$ cat src/rtl/core/htbd_pkg.sv
// ----------------------------------------------------------------------------
// htbd_pkg
// Shared types and constants for the Huffman tree bit decoder.
// ----------------------------------------------------------------------------
package htbd_pkg;

  localparam int SYM_W  = 8;
  localparam int CODE_W = 32;
  localparam int CLEN_W = 6;
  localparam int BYTE_W = 8;

  localparam int NODE_COUNT_DEF   = 512;
  localparam int MAX_CODE_LEN_DEF = 32;

  typedef enum logic [1:0] {
    REQ_CLEAR  = 2'd0,
    REQ_LOAD   = 2'd1,
    REQ_DECODE = 2'd2
  } req_e;

  typedef enum logic [1:0] {
    ST_IDLE,
    ST_LOAD,
    ST_DEC
  } state_e;

  typedef struct packed {
    logic [1:0]        req_type;
    logic [SYM_W-1:0]  code_symbol;
    logic [CODE_W-1:0] code_bits;
    logic [CLEN_W-1:0] code_length;
    logic [BYTE_W-1:0] data_byte;
  } in_item_t;

  typedef struct packed {
    logic [SYM_W-1:0] out_symbol;
    logic             walk_error;
    logic             last_of_byte;
  } out_item_t;

  // One decode event from the walker to the output stage
  typedef struct packed {
    logic             res;     // a new result this cycle
    logic [SYM_W-1:0] symbol;
    logic             err;
    logic             close;   // the current byte ends this cycle
  } walk_ev_t;

endpackage

$ cat src/rtl/core/htbd_out_stage.sv
// ----------------------------------------------------------------------------
// htbd_out_stage
// Result staging: holds the newest result until its last-of-byte flag is
// known, then moves it to the output register.
// ----------------------------------------------------------------------------
module htbd_out_stage import htbd_pkg::*; (
  input  logic      clk_i,
  input  logic      rst_ni,
  input  walk_ev_t  ev_i,
  output logic      em_ok_o,
  output logic      out_valid_o,
  input  logic      out_stall_i,
  output out_item_t out_data_o
);

  logic             pend_v_q, pend_v_d;
  logic             pend_fin_q, pend_fin_d;
  logic [SYM_W-1:0] pend_sym_q, pend_sym_d;
  logic             pend_err_q, pend_err_d;
  logic             out_v_q, out_v_d;
  out_item_t        out_q, out_d;

  logic out_free;
  logic last_now;
  logic move;

  assign out_free = !out_v_q || !out_stall_i;
  assign last_now = pend_fin_q || (ev_i.close && !ev_i.res);
  assign move     = pend_v_q && out_free && (ev_i.res || last_now);
  assign em_ok_o  = !pend_v_q || out_free;

  always_comb begin
    pend_v_d   = pend_v_q;
    pend_fin_d = pend_fin_q;
    pend_sym_d = pend_sym_q;
    pend_err_d = pend_err_q;
    out_v_d    = out_v_q;
    out_d      = out_q;

    if (move) begin
      out_d.out_symbol   = pend_sym_q;
      out_d.walk_error   = pend_err_q;
      out_d.last_of_byte = last_now;
      out_v_d            = 1'b1;
    end else if (out_v_q && !out_stall_i) begin
      out_v_d = 1'b0;
    end

    if (ev_i.res) begin
      pend_v_d   = 1'b1;
      pend_fin_d = ev_i.close;
      pend_sym_d = ev_i.symbol;
      pend_err_d = ev_i.err;
    end else if (move) begin
      pend_v_d = 1'b0;
    end else if (ev_i.close && pend_v_q) begin
      pend_fin_d = 1'b1;
    end
  end

  always_ff @(posedge clk_i or negedge rst_ni) begin
    if (!rst_ni) begin
      pend_v_q   <= 1'b0;
      pend_fin_q <= 1'b0;
      out_v_q    <= 1'b0;
    end else begin
      pend_v_q   <= pend_v_d;
      pend_fin_q <= pend_fin_d;
      out_v_q    <= out_v_d;
    end
  end

  always_ff @(posedge clk_i) begin
    pend_sym_q <= pend_sym_d;
    pend_err_q <= pend_err_d;
    out_q      <= out_d;
  end

  assign out_valid_o = out_v_q;
  assign out_data_o  = out_q;

endmodule

$ cat config.mk
export PLATFORM = sky130hd
export DESIGN_NAME = htbd_out_stage
export DESIGN_NICKNAME = d
export VERILOG_FILES = /design/src/rtl/core/htbd_pkg.sv /design/src/rtl/core/htbd_out_stage.sv
export SDC_FILE = /design/constraint.sdc
export NUM_CORES = 1
export LEC_CHECK = 0
export ABC_AREA = 1
export BUFFER_PORTS_ARGS = -buffer_cell sky130_fd_sc_hd__buf_2
export CORE_AREA = 2 2 44 46
export CTS_BUF_LIST = sky130_fd_sc_hd__clkbuf_4
export DETAILED_ROUTE_END_ITERATION = 6
export DIE_AREA = 0 0 46 48
export HOLD_SLACK_MARGIN = 0.03
export PLACE_DENSITY = 0.73
export SYNTH_ARGS = -nofsm -noshare
export SYNTH_HDL_FRONTEND = slang
export SYNTH_SLANG_ARGS = --single-unit
$ cat constraint.sdc
create_clock -name clk_i -period 1.1 [get_ports clk_i]
set_clock_uncertainty 0.2 [all_clocks]
set_input_delay 0.165 -clock clk_i [delete_from_list [all_inputs] [get_ports clk_i]]
set_output_delay 0.165 -clock clk_i [all_outputs]
set_load 0.005 [all_outputs]
Word-level counts from Yosys, hierarchy flattened --
Cells that the tools add are included.
Word-level totals: bits of input ports 14, logic and storage cells 33, flip-flop bits (word level) 22, output and inout port bits 12
Cells by class: reduce and logical (&&, ||, !) cells 17, equality and inequality tests 1, multiplexer cells 7
Operators with widths (number):
- two-way mux 1 bit | 7
- nonzero test 2 bit | 3
- logical AND 1 bit | 5
- zero test 1 bit | 4
- logical OR 1 bit | 4
- != test 2 bit (second input constant) | 1
- AND reduction 2 bit | 1

Logic depth before layout (Yosys ltp) --
word-level depth 7, mapped depth 5, mapped depth without buffers 5

Worst setup path after synthesis --
OpenSTA, ideal clock, no wires.
path kind register to register, start register out_v_q, in the netlist out_valid_o, end register out_q (netlist bit out_data_o[0]), enable pin, required time 585 ps, setup time 315 ps, path buffers 0, path slack -188 ps, stages on the path, launching flop included 4, period minus slack after synthesis 1288 ps, data arrival time 773 ps, cell sequence dfrtp_1 -> a21oi_2 -> nand2_2 -> inv_2
On the way: cells in the longest elaborated chain, start to end 4
RTL lines:
- from (decl) | RTL line htbd_out_stage.sv:20 | logic out_v_q, out_v_d;
- from (signal assigned) | RTL line htbd_out_stage.sv:69 | out_v_q <= out_v_d;
- zero test 1 bit | RTL line htbd_out_stage.sv:27 | assign out_free = !out_v_q || !out_stall_i;
- logical OR 1 bit | RTL line htbd_out_stage.sv:27
- logical AND 1 bit (2 in a row) | RTL line htbd_out_stage.sv:29 | assign move = pend_v_q && out_free && (ev_i.res || last_now);
- named net move | RTL line htbd_out_stage.sv:25 | logic move;
- to (signal assigned) | RTL line htbd_out_stage.sv:76 | out_q <= out_d;
- to (decl) | RTL line htbd_out_stage.sv:21 | out_item_t out_q, out_d;
The timed path passes the listed nets, and every way through them passes these cells. A chain may end at the register's enable or synchronous reset.

Worst setup path in the final report --
start register out_v_q, in the netlist out_valid_o, end register out_q (netlist bit out_data_o[5]), enable pin
On the way: cells in the longest elaborated chain, start to end 4
RTL lines (RTL line):
- zero test 1 bit | htbd_out_stage.sv:27
- logical OR 1 bit | htbd_out_stage.sv:27
- logical AND 1 bit (2 in a row) | htbd_out_stage.sv:29
Every way passes these cells.

==> results.txt <==
----------------------------------------------------
[Run status]
  Status ... finished with violations
  Failing checks ... setup timing

[Floorplanning]
  DIE AREA ... between 0.002 and 0.0025 mm^2
  Area inside the core boundary ... approximately 0.0017 mm^2
  Io pins ... 26
  Die extent in y ... 48 um
  Floorplan row count ... 15
  Horizontal die dimension ... 46 um
  Initial cell density of the core ... ~44%

[Routing]
  First-pass iteration count of the detailed router ... 5
  Average via count per standard cell ... 4.74
  Metal2 WL ... 821 um
  DR iter-0 viols ... 4
  Detail-routed net length per standard cell ... 13.6 um
  Top layer reached by signal wires ... met4
  Aggregate routed wire length ... 1520 um
  Detailed-route wire length on metal 1 ... 620 um
  Number of nets with antenna violations after routing ... 0
  Routed wire length on met3 ... 53 um
  Vias ... 531
  Remaining DRCs ... 0

[Global route]
  Number of global-route vias before repair ... 508
  First-pass GRT wire length ... between 2000 and 2500 um
  Global routing usage summed across all routing layers ... about 15%
  Global route overflow ... 0
  Largest net degree at the start of global routing ... 13
  Number of antenna violations at the first check in global routing ... 0

[Finish]
  N_diodes ... 0
  Area grow syn2layout ... 56.7%
  Fraction of final layout cells sized beyond drive strength 1 ... 52.6%
  Post-layout nets ... 110
  Count of non-filler cells in the finished layout ... 112
  Number of filler instances in the final layout ... about 110

[Critical path]
  Source of the worst register-to-register timing path ... out_valid_o
  Kind of end point of the critical path ... flip-flop
  Path depth of the worst reg2reg path ... 4
  Data arrival time at the worst-slack endpoint ... 1.23 ns
  Critical path start-end classification ... flip-flop to flip-flop
  Setup slack of the worst register-to-register path ... -0.29 ns
  Worst r2r dst ... out_data_o[5]
  Worst Setup Start Kind ... flip-flop
  Worst Path Required ... 0.94 ns
  Critical path peak fanout ... 5

[Placed design]
  Final weighted congestion of routability-driven global placement ... 0.806
  Instance count after placement with tap cells included ... 90
  PortBufs ... 25
  Half-perimeter wire length of the detailed placement result ... 926 um

[Timing]
  Setup repair after global routing missed its margin ... yes
  Worst hold margin ... 0.0586 ns
  Total of endpoints with negative setup slack in the final report ... 25
  Headroom to the max-slew limit ... 90.5%
  Worst Max-Slew Pin Slew ... approximately 0.14 ns
  Max Fclk ... 721 MHz
  Hold violation total from the final report ... 0
  Worst-case setup margin in the final layout ... -0.288 ns
  Final count of pins violating max slew ... 0
  Post-route fraction of the period consumed by the critical path ... 126%
  Time the worst path needs with I/O delays and setup ... 1.39 ns

[Min path]
  Worst Hold Path EP ... pend_fin_q
  Path type of the worst min-delay path ... primary input to flip-flop
  Worst min-delay path startpoint ... ev_i[10]
  Instance count along the most critical hold path ... 5

[Pwr]
  Leakage dissipation ... 0.500 nW
  Total design power ... 0.00182 W
  Power per cell area ... 1560 mW/mm^2
  Worst vdd ir ... 0.00103 V

[Synthesis]
  Area share of the largest cell type after synthesis ... 76.9%
  Syn_nets ... 55
  Share of the yosys chip area belonging to registers ... 87.0%
  Number of unique standard cell types used by synthesis ... 12
  Number of synthesis warnings ... 0
  Synth Area per Inst ... approximately 18 um^2
  Area leader, netlist ... edfxtp_1
  Biggest area contributors in the synthesized netlist ... edfxtp_1 (77%), dfrtp_1 (10%), nand2_1 (2.5%), nand3_1 (2.0%), inv_2 (1.5%)
  Number of register bits inferred by synthesis ... 22
  Synthesized cell area ... 742 um^2
  Count of mapped cells out of synthesis ... 41

[Clock tree]
  Root Buffer ... clkbuf_4
  Number of buffers created by CTS ... 3
  Longest Clk Path Bufs ... 2
  Worst-Skew Late Latency ... 0.31 ns
  Clock sink count ... 22
  Clock tree from TritonCTS ... built
  H-Tree Level Count ... 1
  Register clock-pin slew on the reported worst setup and hold paths ... 0.11 ns

[Job]
  Max-capacitance violation count ... 0

----------------------------------------------------
==> cell usage after synthesis, drive strengths merged <==
cell type / number
edfxtp: 19
nand2: 6
inv: 4
nand3: 4
dfrtp: 3
o21ai: 3
a21oi: 1
clkinv: 1
==> kinds of logic after synthesis <==
group,share of synthesized area (%)
AO/OA/AOI/OAI,3.71
buffers and inverters,2.53
AND/OR/NAND/NOR,6.75
flip-flops,87.0
==> final cells by class <==
type                    count  area, um^2  area share (%)
clock inverters             1        3.75           0.323
repair inverters            1        6.26           0.538
multi-input cells          14        97.6            8.40
flip-flops and latches     22         646            55.5
repair buffers             49         342            29.4
clock buffers               3        22.5            1.94
well taps                  17        21.3            1.83
inverters                   5        23.8            2.05
==> what timing repair did <==
| item | in CTS | in global routing |
|---|---|---|
| gates resized for setup | 7 | 2 |
| gates cloned | 1 | 0 |
| endpoints found under the hold margin | 14 | 0 |
| endpoints found under the setup margin | 24 | 25 |
| setup buffers | 1 | 3 |
| pin swaps | 1 | 0 |
| hold buffers | 13 | 0 |
==> routing by layer <==
layer	track usage, %	vias to the layer above
met5	0	-
met2	26.1	19
met3	2.26	2
met4	8.57	0
met1	17.6	256
li1	-	254
==> power breakdown <==
part           switching (W)  total, W  internal, W
Sequential         0.0000345   0.00106      0.00103
Clock               0.000232  0.000365     0.000133
Combinational       0.000183  0.000388     0.000205
==> worst max-delay path: stages, from the launching register on <==
cell	delay (ns)
dfrtp_1	0.42
buf_4	0.15
a21oi_4	0.15
nand2_4	0.10
inv_4	0.09
==> cells in the final DEF, fill, tap and decap left out, drive strengths merged <==
cell type    count
dfrtp            3
buf             36
dlygate4sd3     13
nand3            4
inv              5
clkbuf           3
nand2            6
edfxtp          19
clkinv           2
o21ai            3
a21oi            1
==> sequential cells by signal, indices dropped and copies added, names as in the netlist <==
signal       flops
pend_err_q       1
pend_sym_q       8
pend_v_q         1
pend_fin_q       1
out_valid_o      1
out_data_o      10
==> worst max-delay path by stage <==
stage           startpoint            end  slack, ns  depth (start not counted)
5_1_grt        out_valid_o  out_data_o[5]      -0.32                          4
3_5_place_dp   out_valid_o  out_data_o[8]      -0.17                          3
4_1_cts        out_valid_o        em_ok_o      -0.27                          3
2_1_floorplan  out_valid_o  out_data_o[0]      -0.15                          3
6_report       out_valid_o  out_data_o[5]      -0.29                          4
3_3_place_gp   out_valid_o  out_data_o[8]      -0.13                          3
==> stage by stage <==
| step | utilization, % | setup TNS [ns] | setup WS [ns] | cell area (um^2) |
|---|---|---|---|---|
| final | 68.8 | -4.72 | -0.288 | 1160 |
| after global routing | 68.8 | -5.71 | -0.321 | 1160 |
| after CTS | 66.9 | -3.44 | -0.269 | 1130 |
| after detailed placement | 55.9 | -1.85 | -0.170 | 943 |
| after global placement | 55.9 | -1.41 | -0.130 | 943 |
| after floorplan | - | -1.52 | -0.150 | 744 |
Power figures use the tool's default switching activity.
